$ cat src/rtl/core/sdoc_pkg.sv
`timescale 1ns / 1ps

package sdoc_pkg;

   // action codes carried in req_tuser
   typedef enum logic [1:0] {
      ACT_START_WRITE = 2'd0,
      ACT_START_READ  = 2'd1,
      ACT_RX_FRAME    = 2'd2,
      ACT_TICK        = 2'd3
   } action_type;

   // result kinds carried in rsp_tuser
   localparam logic KIND_TX_REQUEST = 1'b0;
   localparam logic KIND_COMPLETE   = 1'b1;

   // completion status
   localparam logic STATUS_OK      = 1'b0;
   localparam logic STATUS_GAVE_UP = 1'b1;

   // csr register indexes
   localparam logic [1:0] CSR_NODE_ID       = 2'd0;
   localparam logic [1:0] CSR_TIMEOUT_TICKS = 2'd1;
   localparam logic [1:0] CSR_MAX_ATTEMPTS  = 2'd2;

   localparam int CSR_INDEX_W = 2;
   localparam int CSR_DATA_W  = 8;

   // csr reset values
   localparam logic [6:0] NODE_ID_RST       = 7'd1;
   localparam logic [7:0] TIMEOUT_TICKS_RST = 8'd5;
   localparam logic [3:0] MAX_ATTEMPTS_RST  = 4'd5;

   // identifiers and command bytes
   localparam logic [10:0] ID_REQ_BASE   = 11'h600;
   localparam logic [10:0] ID_RESP_BASE  = 11'h580;
   localparam logic [7:0]  CMD_WRITE_REQ = 8'h22;
   localparam logic [7:0]  CMD_READ_REQ  = 8'h40;
   localparam logic [7:0]  CMD_WRITE_ACK = 8'h60;
   localparam logic [7:0]  CMD_READ_ACK4 = 8'h43;
   localparam logic [7:0]  CMD_READ_ACK3 = 8'h47;
   localparam logic [7:0]  CMD_READ_ACK2 = 8'h4B;
   localparam logic [7:0]  CMD_READ_ACK1 = 8'h4F;

   // word widths
   localparam int REQ_DATA_W = 136;
   localparam int RSP_DATA_W = 112;

   // request word: obj_index, obj_subindex, write_value, rx_id, rx_low, rx_high
   typedef struct packed {
      logic [4:0]  pad;
      logic [31:0] rx_high;
      logic [31:0] rx_low;
      logic [10:0] rx_id;
      logic [31:0] write_value;
      logic [7:0]  obj_subindex;
      logic [15:0] obj_index;
   } req_word_type;

   // result word: tx_id, tx_low, tx_high, status, read_value
   typedef struct packed {
      logic [3:0]  pad;
      logic [31:0] read_value;
      logic        status;
      logic [31:0] tx_high;
      logic [31:0] tx_low;
      logic [10:0] tx_id;
   } rsp_word_type;

endpackage

$ cat src/rtl/core/sdo_expedited_client.sv
`timescale 1ns / 1ps

// channel  dir  handshake            tdata / tuser
// req      in   req_tvalid/tready    index, subindex, value, rx_id, rx_low, rx_high / action
// rsp      out  rsp_tvalid/tready    tx_id, tx_low, tx_high, status, read_value / kind
// csr      in   csr_we               csr_index, csr_wdata (no read-back)
//
// one word per cycle while the rsp side is not stalled: a word is held in the input
// register, decoded against the held transfer and registered into the result register.
// reset is synchronous and leaves the block idle with csr defaults loaded.
// a stalled rsp side holds both registers; req_tready drops only when both are full.

module sdo_expedited_client (
   input  logic                              clock,
   input  logic                              reset,
   // request stream
   input  logic                              req_tvalid,
   output logic                              req_tready,
   // obj_index, obj_subindex, write_value, rx_id, rx_low, rx_high
   input  logic [sdoc_pkg::REQ_DATA_W-1:0]   req_tdata,
   input  logic [1:0]                        req_tuser,   // action
   // result stream
   output logic                              rsp_tvalid,
   input  logic                              rsp_tready,
   // tx_id, tx_low, tx_high, status, read_value
   output logic [sdoc_pkg::RSP_DATA_W-1:0]   rsp_tdata,
   output logic                              rsp_tuser,   // kind
   // register writes
   input  logic                              csr_we,
   input  logic [sdoc_pkg::CSR_INDEX_W-1:0]  csr_index,
   input  logic [sdoc_pkg::CSR_DATA_W-1:0]   csr_wdata
);

   // configuration registers
   logic [6:0] node_id_ff;
   logic [7:0] timeout_ticks_ff;
   logic [3:0] max_attempts_ff;

   // input stage
   logic                      s1_valid_ff, s1_valid_in;
   sdoc_pkg::action_type      s1_action_ff;
   sdoc_pkg::req_word_type    s1_word_ff;

   // transfer state
   logic        busy_ff, busy_in;
   logic        is_read_ff, is_read_in;
   logic [15:0] held_index_ff, held_index_in;
   logic [7:0]  held_subindex_ff, held_subindex_in;
   logic [31:0] held_value_ff, held_value_in;
   logic [3:0]  attempts_ff, attempts_in;
   logic [7:0]  ticks_ff, ticks_in;

   // result stage
   logic                   out_valid_ff, out_valid_in;
   logic                   out_kind_ff, out_kind_in;
   sdoc_pkg::rsp_word_type out_word_ff, out_word_in;

   logic       advance;
   logic       is_start;
   logic       emit;
   logic       send_req;
   logic       id_match;
   logic       obj_match;
   logic       cmd_good;
   logic [7:0] rx_cmd;
   logic [7:0] tick_next;

   // stage control
   assign advance    = s1_valid_ff && (!out_valid_ff || rsp_tready);
   assign req_tready = !s1_valid_ff || advance;
   assign rsp_tvalid = out_valid_ff;
   assign rsp_tdata  = out_word_ff;
   assign rsp_tuser  = out_kind_ff;

   always_comb begin
      s1_valid_in = (req_tvalid && req_tready) ? 1'b1 : (advance ? 1'b0 : s1_valid_ff);
   end

   // csr writes
   always_ff @(posedge clock) begin
      if (reset) begin
         node_id_ff       <= sdoc_pkg::NODE_ID_RST;
         timeout_ticks_ff <= sdoc_pkg::TIMEOUT_TICKS_RST;
         max_attempts_ff  <= sdoc_pkg::MAX_ATTEMPTS_RST;
      end else if (csr_we) begin
         case (csr_index)
            sdoc_pkg::CSR_NODE_ID:       node_id_ff       <= csr_wdata[6:0];
            sdoc_pkg::CSR_TIMEOUT_TICKS: timeout_ticks_ff <= csr_wdata;
            sdoc_pkg::CSR_MAX_ATTEMPTS:  max_attempts_ff  <= csr_wdata[3:0];
            default: ;
         endcase
      end
   end

   // response checks
   assign rx_cmd    = s1_word_ff.rx_low[7:0];
   assign id_match  = s1_word_ff.rx_id == (sdoc_pkg::ID_RESP_BASE + {4'd0, node_id_ff});
   assign obj_match = (s1_word_ff.rx_low[23:8] == held_index_ff) &&
                      (s1_word_ff.rx_low[31:24] == held_subindex_ff);
   assign is_start  = (s1_action_ff == sdoc_pkg::ACT_START_WRITE) ||
                      (s1_action_ff == sdoc_pkg::ACT_START_READ);
   assign tick_next = ticks_ff + 8'd1;

   always_comb begin
      if (is_read_ff) begin
         cmd_good = rx_cmd inside {sdoc_pkg::CMD_READ_ACK4, sdoc_pkg::CMD_READ_ACK3,
                                   sdoc_pkg::CMD_READ_ACK2, sdoc_pkg::CMD_READ_ACK1};
      end else begin
         cmd_good = rx_cmd == sdoc_pkg::CMD_WRITE_ACK;
      end
   end

   // next transfer state and result word
   always_comb begin
      logic retry;
      retry            = 1'b0;
      busy_in          = busy_ff;
      is_read_in       = is_read_ff;
      held_index_in    = held_index_ff;
      held_subindex_in = held_subindex_ff;
      held_value_in    = held_value_ff;
      attempts_in      = attempts_ff;
      ticks_in         = ticks_ff;
      emit             = 1'b0;
      send_req         = 1'b0;
      out_kind_in      = sdoc_pkg::KIND_COMPLETE;
      out_word_in      = '0;

      if (is_start) begin
         is_read_in       = s1_action_ff == sdoc_pkg::ACT_START_READ;
         held_index_in    = s1_word_ff.obj_index;
         held_subindex_in = s1_word_ff.obj_subindex;
         held_value_in    = is_read_in ? 32'd0 : s1_word_ff.write_value;
         busy_in          = 1'b1;
         attempts_in      = 4'd1;
         send_req         = 1'b1;
      end else if (busy_ff) begin
         case (s1_action_ff)
            sdoc_pkg::ACT_RX_FRAME: begin
               if (id_match && obj_match && cmd_good) begin
                  busy_in                = 1'b0;
                  ticks_in               = 8'd0;
                  emit                   = 1'b1;
                  out_word_in.status     = sdoc_pkg::STATUS_OK;
                  out_word_in.read_value = is_read_ff ? s1_word_ff.rx_high : 32'd0;
               end else begin
                  retry = 1'b1;
               end
            end
            sdoc_pkg::ACT_TICK: begin
               ticks_in = tick_next;
               retry    = (tick_next >= timeout_ticks_ff) || (tick_next == 8'd0);
            end
            default: ;
         endcase

         // resend or give up
         if (retry) begin
            if (attempts_ff < max_attempts_ff) begin
               attempts_in = attempts_ff + 4'd1;
               send_req    = 1'b1;
            end else begin
               busy_in            = 1'b0;
               ticks_in           = 8'd0;
               emit               = 1'b1;
               out_word_in.status = sdoc_pkg::STATUS_GAVE_UP;
            end
         end
      end

      // request frame from the updated hold registers
      if (send_req) begin
         ticks_in            = 8'd0;
         emit                = 1'b1;
         out_kind_in         = sdoc_pkg::KIND_TX_REQUEST;
         out_word_in.tx_id   = sdoc_pkg::ID_REQ_BASE + {4'd0, node_id_ff};
         out_word_in.tx_low  = {held_subindex_in, held_index_in,
                                is_read_in ? sdoc_pkg::CMD_READ_REQ : sdoc_pkg::CMD_WRITE_REQ};
         out_word_in.tx_high = is_read_in ? 32'd0 : held_value_in;
      end
   end

   always_comb begin
      if (advance) begin
         out_valid_in = emit;
      end else if (rsp_tready) begin
         out_valid_in = 1'b0;
      end else begin
         out_valid_in = out_valid_ff;
      end
   end

   // control registers
   always_ff @(posedge clock) begin
      if (reset) begin
         s1_valid_ff  <= 1'b0;
         out_valid_ff <= 1'b0;
         busy_ff      <= 1'b0;
         is_read_ff   <= 1'b0;
         attempts_ff  <= 4'd0;
         ticks_ff     <= 8'd0;
      end else begin
         s1_valid_ff  <= s1_valid_in;
         out_valid_ff <= out_valid_in;
         if (advance) begin
            busy_ff     <= busy_in;
            is_read_ff  <= is_read_in;
            attempts_ff <= attempts_in;
            ticks_ff    <= ticks_in;
         end
      end
   end

   // payload registers
   always_ff @(posedge clock) begin
      if (req_tvalid && req_tready) begin
         s1_action_ff <= sdoc_pkg::action_type'(req_tuser);
         s1_word_ff   <= req_tdata;
      end
      if (advance) begin
         held_index_ff    <= held_index_in;
         held_subindex_ff <= held_subindex_in;
         held_value_ff    <= held_value_in;
         out_kind_ff      <= out_kind_in;
         out_word_ff      <= out_word_in;
      end
   end

   // checks
   a_stall_only_when_full: assert property (@(posedge clock) disable iff (reset)
      !req_tready |-> (s1_valid_ff && out_valid_ff))
      else $error("req stalled while a stage is free");

   a_start_sets_busy: assert property (@(posedge clock) disable iff (reset)
      (advance && is_start) |=> (busy_ff && rsp_tvalid && !rsp_tuser))
      else $error("start did not open a transfer with a request word");

   a_busy_fall_completes: assert property (@(posedge clock) disable iff (reset)
      ($fell(busy_ff) && !$past(reset)) |-> (rsp_tvalid && rsp_tuser))
      else $error("transfer ended without a completion word");

   a_attempts_nonzero: assert property (@(posedge clock) disable iff (reset)
      busy_ff |-> (attempts_ff != 4'd0))
      else $error("busy with no attempt counted");

endmodule

$ cat config.mk
export PLATFORM = sky130hd
export DESIGN_NAME = sdo_expedited_client
export DESIGN_NICKNAME = d
export VERILOG_FILES = /design/src/rtl/core/sdoc_pkg.sv /design/src/rtl/core/sdo_expedited_client.sv
export SDC_FILE = /design/constraint.sdc
export NUM_CORES = 1
export LEC_CHECK = 0
export BUFFER_PORTS_ARGS = -buffer_cell sky130_fd_sc_hd__buf_4
export CORE_MARGIN = 4
export CORE_UTILIZATION = 29
export DETAILED_ROUTE_END_ITERATION = 16
export GPL_ROUTABILITY_DRIVEN = 0
export PLACE_DENSITY_LB_ADDON = 0.2
export SLEW_MARGIN = 20
export SYNTH_ARGS = -nofsm -noshare
export SYNTH_HDL_FRONTEND = slang
export SYNTH_SLANG_ARGS = --single-unit
export TNS_END_PERCENT = 20
$ cat constraint.sdc
create_clock -name clock -period 6.55 [get_ports clock]
set_clock_uncertainty 0.15 [all_clocks]
set_input_delay 0.3275 -clock clock [delete_from_list [all_inputs] [get_ports clock]]
set_output_delay 0.3275 -clock clock [all_outputs]
set_load 0.05 [all_outputs]
=== Yosys cells after proc, flatten, opt, wreduce, memory -nomap -nowiden ===
Index checks and enable logic that the tools add are counted.

* Flip-flop bits (word level): 333
* Logic and storage cells: 125
* ROM bits: 0
* Memories: 0
* Output and inout port bits: 115
* RAM bits: 0
* Latch bits: 0
* Input port bits: 153

* Eq/ne operators: 14
* Div/mod/pow operators: 0
* Shift operators: 0
* Add/sub/neg operators: 4
* Bitwise operators: 5
* Multipliers: 0
* Reduce and logical (&&, ||, !) cells: 29
* Multiplexer cells: 46
* Order comparisons: 2

{| class="wikitable"
|+ Operator list
! kind !! count
|-
| 32-bit 2-to-1 mux || 2
|-
| 8-bit 2-to-1 mux || 7
|-
| 8-bit by 7-bit == test with 1-bit output (second input constant) || 5
|-
| 1-bit 2-to-1 mux || 29
|-
| 16-bit == test || 1
|-
| 16-bit 2-to-1 mux || 1
|-
| 4-bit 2-to-1 mux || 4
|-
| 8-bit case mux with 2 select lines || 1
|-
| 2-bit nonzero test || 6
|-
| 10-bit by 8-bit adder with 11-bit output (first input constant) || 1
|-
| 11-bit by 7-bit adder with 11-bit output (first input constant) || 1
|-
| 11-bit == test || 1
|-
| 8-bit by 1-bit adder with 8-bit output (second input constant) || 1
|-
| 8-bit == test || 1
|-
| 8-bit greater-or-equal comparator || 1
|-
| 8-bit zero test || 1
|-
| 7-bit 2-to-1 mux || 1
|-
| 2-bit == test (second input constant) || 3
|-
| 2-bit AND reduction || 3
|-
| 1-bit logical AND || 5
|-
| 1-bit inverter || 5
|-
| 5-bit OR reduction || 1
|-
| 4-bit by 1-bit adder with 4-bit output (second input constant) || 1
|-
| 2-bit by 1-bit == test with 1-bit output (second input constant) || 2
|-
| 10 further kinds || 16
|}

=== Longest topological paths before layout ===
* Depth after elaboration: 13
* Depth in mapped cells: 13
* Mapped depth without buffers: 12

=== Least setup slack after synthesis ===
Ideal clock, no wire load.

* Kind: register to register
* Start: reg out_valid_ff, in the netlist rsp_tvalid
* End: reg ticks_ff[2]
* Path slack: 1.199 ns
* Data required time: 6.267 ns
* Path buffers: 0
* Cell stages (with the launch flop): 7
* Data arrival time: 5.067 ns
* Library setup time: 0.133 ns
* Clock period less this slack: 5.351 ns
* Cell sequence: dfxtp_1 -> nand2b_1 -> nand2_1 -> inv_1 -> o21ai_1 -> a211oi_1 -> a211oi_1

* Cells in the longest elaborated chain, start to end: 4

{| class="wikitable"
|+ Ends and longest elaborated chain
! what !! line !! text
|-
| start, declared || sdo_expedited_client.sv:54 || <nowiki>logic out_valid_ff, out_valid_in;</nowiki>
|-
| start signal, assigned || sdo_expedited_client.sv:204 || <nowiki>out_valid_ff <= out_valid_in;</nowiki>
|-
| 1-bit zero test || sdo_expedited_client.sv:69 || <nowiki>assign advance = s1_valid_ff && (!out_valid_ff || rsp_tready);</nowiki>
|-
| 1-bit logical OR || sdo_expedited_client.sv:69 ||
|-
| 1-bit logical AND || sdo_expedited_client.sv:69 ||
|-
| net advance || sdo_expedited_client.sv:58 || <nowiki>logic advance;</nowiki>
|-
| 3-bit AND reduction (no source line) || -- ||
|-
| end signal, assigned || sdo_expedited_client.sv:209 || <nowiki>ticks_ff <= ticks_in;</nowiki>
|-
| end, declared || sdo_expedited_client.sv:51 || <nowiki>logic [7:0] ticks_ff, ticks_in;</nowiki>
|}

The timed path passes the listed nets, and every way through them passes these cells.
A chain may end at the register's enable or synchronous reset.

=== Worst setup path after layout ===
* Start: reg ticks_ff[0]
* End: reg out_word_ff (netlist bit rsp_tdata[65]) (data pin)

* Cells in the longest elaborated chain, start to end: 11
* Elaborated cells on any way between the ends: 12
* Classes of those cells: add/sub: 1; order compare: 1; mux: 6; bitwise: 1; reduce/logical: 3

{| class="wikitable"
|+ Ends and longest elaborated chain
! what !! line !! text
|-
| 8-bit by 1-bit adder with 8-bit output * || sdo_expedited_client.sv:102 || <nowiki>assign tick_next = ticks_ff + 8'd1;</nowiki>
|-
| 8-bit greater-or-equal comparator / 8-bit zero test (equally long branches) || sdo_expedited_client.sv:152 || <nowiki>retry = (tick_next >= timeout_ticks_ff) || (tick_next == 8'd0);</nowiki>
|-
| 1-bit logical OR * || sdo_expedited_client.sv:152 ||
|-
| 1-bit case mux with 2 select lines * || sdo_expedited_client.sv:138 || <nowiki>case (s1_action_ff)</nowiki>
|-
| 1-bit 2-to-1 mux * || sdo_expedited_client.sv:137 || <nowiki>end else if (busy_ff) begin</nowiki>
|-
| 1-bit 2-to-1 mux * || sdo_expedited_client.sv:129 || <nowiki>if (is_start) begin</nowiki>
|-
| 1-bit 2-to-1 mux * || sdo_expedited_client.sv:158 || <nowiki>if (retry) begin</nowiki>
|-
| 1-bit 2-to-1 mux * || sdo_expedited_client.sv:137 ||
|-
| 1-bit 2-to-1 mux * || sdo_expedited_client.sv:129 ||
|-
| 1-bit inverter (no source line) * || -- ||
|-
| 2-bit OR reduction (no source line) * || -- ||
|-
| end signal, assigned || sdo_expedited_client.sv:225 || <nowiki>out_word_ff <= out_word_in;</nowiki>
|-
| end, declared || sdo_expedited_client.sv:56 || <nowiki>sdoc_pkg::rsp_word_type out_word_ff, out_word_in;</nowiki>
|}

Every way passes the cells marked *; elsewhere a longest branch is shown, timed or not. The select of a mux whose other input is x is not followed.

==> run summary <==
The worst setup path is captured at a flop. Among the stages of the critical path, the cell type that occurs most often is sky130_fd_sc_hd__ha_1. Once layout is complete, the utilization of the core stands at 0.4126. Of the total synthesized cell area, the portion taken by AND, OR, NAND and NOR gates is 0.09806. The first-pass iteration count of the detailed router came out at 4.

The first-iteration detailed-routing DRC count is 324. The depth of the worst register-to-register path is 12. The startpoint identified for the worst hold timing path is reset.

The signal on the critical path passes through ha_1 -> nand3_1 -> xor2_1 -> inv_1 -> ha_1 -> a21o_1 -> a21oi_1 -> o21ai_0 -> o211a_4 -> o311a_4 -> o21ai_4 -> nor2b_1. Of the total synthesized cell area, the portion taken by full adders, half adders and majority gates is 0.01293. The overall die area came out at 46780 um2.

The initialized floorplan defines 76 standard-cell rows. The depth of the CTS H-tree is 2. The final clock period utilization by the worst path is 0.6312. At the worst endpoint, the arrival time is 4.22 ns. The share of the synthesized area in the top cell type is 0.6898. The width of the die is 216.3 um. The final setup TNS is 0 ns. During placement, the flow inserted port buffers numbering 251. Each instance of the synthesized netlist takes up on average 15.19 um2. The maximum root-to-sink buffer count came out at 3. Measured against the total synthesized area, the mux share comes to 0.03739. Once detailed placement completed, the half-perimeter wirelength came to 19490 um. The wire length per cell came out at 16.92 um. The number of setup violations in the final report is 0.

The path with the worst hold slack has its endpoint at s1_valid_ff. The sink count of the clock tree is 324. Summed over all layers, the routed wires come to 31300 um. The total standard cell area after synthesis is 12580 um2. The storage element area is 9379 um2. The post-synthesis sequential element count is 324.

The sum of met2 wire segment lengths after detailed routing came out at 15150 um. Dividing the detail-routed via count by the number of cells gives 4.269. The register-to-register setup slack came out at 2.42 ns.

The reported leakage power is 0.006752 uW. The number of cells traversed by the worst hold path came out at 2. At the placement stage, the worst setup path has a slack of 2.345 ns. The root buffer cell is sky130_fd_sc_hd__clkbuf_16. In the post-synthesis netlist, the biggest area contributors are sky130_fd_sc_hd__edfxtp_1 (69%), sky130_fd_sc_hd__dfxtp_1 (5.6%), sky130_fd_sc_hd__nand2_1 (2.5%). The number of global-route vias before repair was 8354. The maximum fanout count along the critical path is 33. The clock insertion delay at the later pin of the skew report came out at 0.54 ns. The xor-xnor portion of the synthesized cell area came out at 0.02506. The final worst-path setup slack came out at 2.416 ns. The initial antenna violation count is 2. In this run, synthesis inferred 289 flip-flops with an integrated enable. By startpoint and endpoint, the worst setup path is classified as reg -> reg. The largest incremental delay on the critical path came out at 0.78 ns.

The share of flip-flops with an asynchronous set or reset after synthesis came out at 0. Of the synthesized area, sequential elements account for 0.7455. The largest total area in the synthesized netlist belongs to sky130_fd_sc_hd__edfxtp_1.

The smallest clock period supported by the final layout is computed as 4.134 ns. In this run the top signal layer used is met4. The required time at the worst-slack endpoint is 6.64 ns. Counting every instance in the synthesized netlist gives 828. The highest ir drop seen on vdd came out at 156.5 uV. The count of boundary I/O pins came out at 268. The worst register-to-register path ends at rsp_tdata[65]. The total via count in the routed design is 7898. The CTS tree is done. Counting the buffers created by CTS gives 38.

The library cell used most frequently in the layout, excluding fill and tap cells, is sky130_fd_sc_hd__edfxtp_1. The CTS clock-pin slew for the worst setup and hold paths came out at 0.06 ns. The residual DRC count is 0. The count of filler cells inserted in the layout is 4062. The dominant register cell in the synthesized netlist is sky130_fd_sc_hd__edfxtp_1. The count of max-cap constraint violations came out at 0. The area of the core is 42980 um2. The instance area at placement is 15100 um2. The launch point of the worst reg-to-reg path is ticks_ff[0].

The ratio of total power to cell area came out at 276.9 nW/um2. The first-pass GRT wire length came out at 48400 um. The highest achievable clock rate is 241.9 MHz. The hold violation total from the final report is 0. The floorplan step set the die height to 216.3 um. The pin count of the biggest net entering global routing came out at 111. With fillers left out, the area of the finished cells amounts to 17730 um2.

The number of antenna-violating nets in the routed design is 0. In this run the worst hold path is classified as in -> reg. The starting density of the core came out at 0.2927. The library cells used most frequently in the layout, excluding fill and tap cells, are sky130_fd_sc_hd__edfxtp_1 (289), sky130_fd_sc_hd__buf_4 (261), sky130_fd_sc_hd__dlygate4sd3_1 (144), sky130_fd_sc_hd__nand2_1 (85), sky130_fd_sc_hd__nor2b_1 (43). The wire length on met3 came out at 1759 um.

The fraction of the mapped netlist area in compound gates came out at 0.05589. By area, the combinational part of the netlist is dominated by simple AND/OR/NAND/NOR gates. Setup repair after global routing left no endpoint under its margin.

During synthesis, Yosys emitted a total of 0 warnings. Among all stages on the critical path, the largest delay is contributed by sky130_fd_sc_hd__o21ai_4. Measured against its own limit, the worst slew margin works out to 0.3258. The number of pins with negative max-slew slack in the final report was 0. After detailed routing, the wire length on met1 is 13640 um. For this run the aggregate overflow at the end of global routing stands at 0.

The proportion of layout cells with a drive suffix above 1 came out at 0.2763. The worst setup path is launched from a flop. The slew at the pin closest to its max-slew limit is 1.007 ns.

The run finished with clean final reports. The count of buffers added by post-CTS timing repair for setup came out at 0. The area taken by multi-input logic gates is 2955 um2. The number of unique standard cell types used by synthesis is 53. In the global route stage, overall resource usage came out at 0.1327. At the end of the flow, the number of nets in the layout was 1401.

The post-CTS resize count is 0. Relative to the synthesized area, the layout overhead comes to 40.94%.
worst max-delay path by stage:
stage | cells after the start | startpoint | slack (ns) | to
2_1_floorplan | 6 | rsp_tvalid | 1.20 | ticks_ff[2]
3_3_place_gp | 12 | ticks_ff[0] | 2.35 | rsp_tdata[74]
3_5_place_dp | 12 | ticks_ff[0] | 2.34 | rsp_tdata[65]
4_1_cts | 12 | ticks_ff[0] | 2.35 | rsp_tdata[65]
5_1_grt | 12 | ticks_ff[0] | 2.10 | rsp_tdata[63]
6_report | 12 | ticks_ff[0] | 2.42 | rsp_tdata[65]
area by class of cell:
cell class / instances / area share
sequential: 324 / 0.5289
multi-input combinational: 448 / 0.1667
clock inverter: 21 / 0.009526
inverter: 18 / 0.004234
timing repair buffer: 405 / 0.1918
antenna: 2 / 0.0002822
clock buffer: 47 / 0.05730
tap: 585 / 0.04128
power breakdown:
group	total, uW	internal [uW]	switching [uW]
combinational	481	203	279
clock	2020	1180	839
sequential	2400	2370	34.5
stage by stage:
stage | std cells | total power (uW) | hold slack [ns]
after floorplan | 838 | 2700 | 0.2764
after global placement | 1636 | 2862 | 0.3230
after detailed placement | 1636 | 2868 | 0.3306
after CTS | 1848 | 5001 | 0.01160
after global routing | 1848 | 5123 | 0.03830
final | 1850 | 4910 | 0.03737
state kept, by name (all words and copies together) (netlist names):
register          cells
rx_cmd                8
max_attempts_ff       4
s1_word_ff          123
rsp_tuser             1
s1_valid_ff           1
rsp_tdata            99
node_id_ff            7
rsp_tvalid            1
held_index_ff        16
busy_ff               1
s1_action_ff          2
held_subindex_ff      8
timeout_ticks_ff      8
held_value_ff        32
is_read_ff            1
ticks_ff              8
attempts_ff           4
cell families (layout without fill, tap and decap cells):
| logic type | Yosys count | count (layout) |
|---|---|---|
| DFF | 324 | 324 |
| AOI/OAI and AO/OA | 103 | 103 |
| muxes | 44 | 44 |
| adders and majority gates | 13 | 13 |
| buffers and inverters | 66 | 491 |
| other | 1 | 13 |
| xor gates and xnor gates | 36 | 36 |
| and+or+nand+nor | 241 | 241 |
per-layer routing:
layer,up-vias,track usage
li1,3824,-
met1,3848,0.1698
met2,179,0.2204
met3,47,0.03309
met4,0,0.04672
met5,-,0
what timing repair did:
| action | in CTS | in global routing |
|---|---|---|
| hold buffers | 144 | 0 |
| endpoints found under the setup margin | 0 | 0 |
| endpoints found under the hold margin | 154 | 0 |
worst max-delay path, delay by kind of cell (launching register included):
family,cells,cell delay [ns]
AND/OR/NAND/NOR,2,0.29
flip-flops,1,0.44
XOR/XNOR,1,0.21
buffers and inverters,1,0.09
AO/OA/AOI/OAI,6,2.04
adder cells (fa/ha/maj),2,0.62
Yosys cell counts (all sizes together) (20+ instances only):
| cell type | n |
|---|---|
| mux2i | 20 |
| nor2 | 30 |
| dfxtp | 35 |
| edfxtp | 289 |
| and2 | 33 |
| nand2 | 85 |
| nor2b | 43 |
| buf | 23 |
| a21boi | 21 |
| xnor2 | 28 |
| clkbuf | 25 |
| mux2 | 24 |
| o21ai | 43 |
Note: power is estimated with default switching activity, not from simulation.
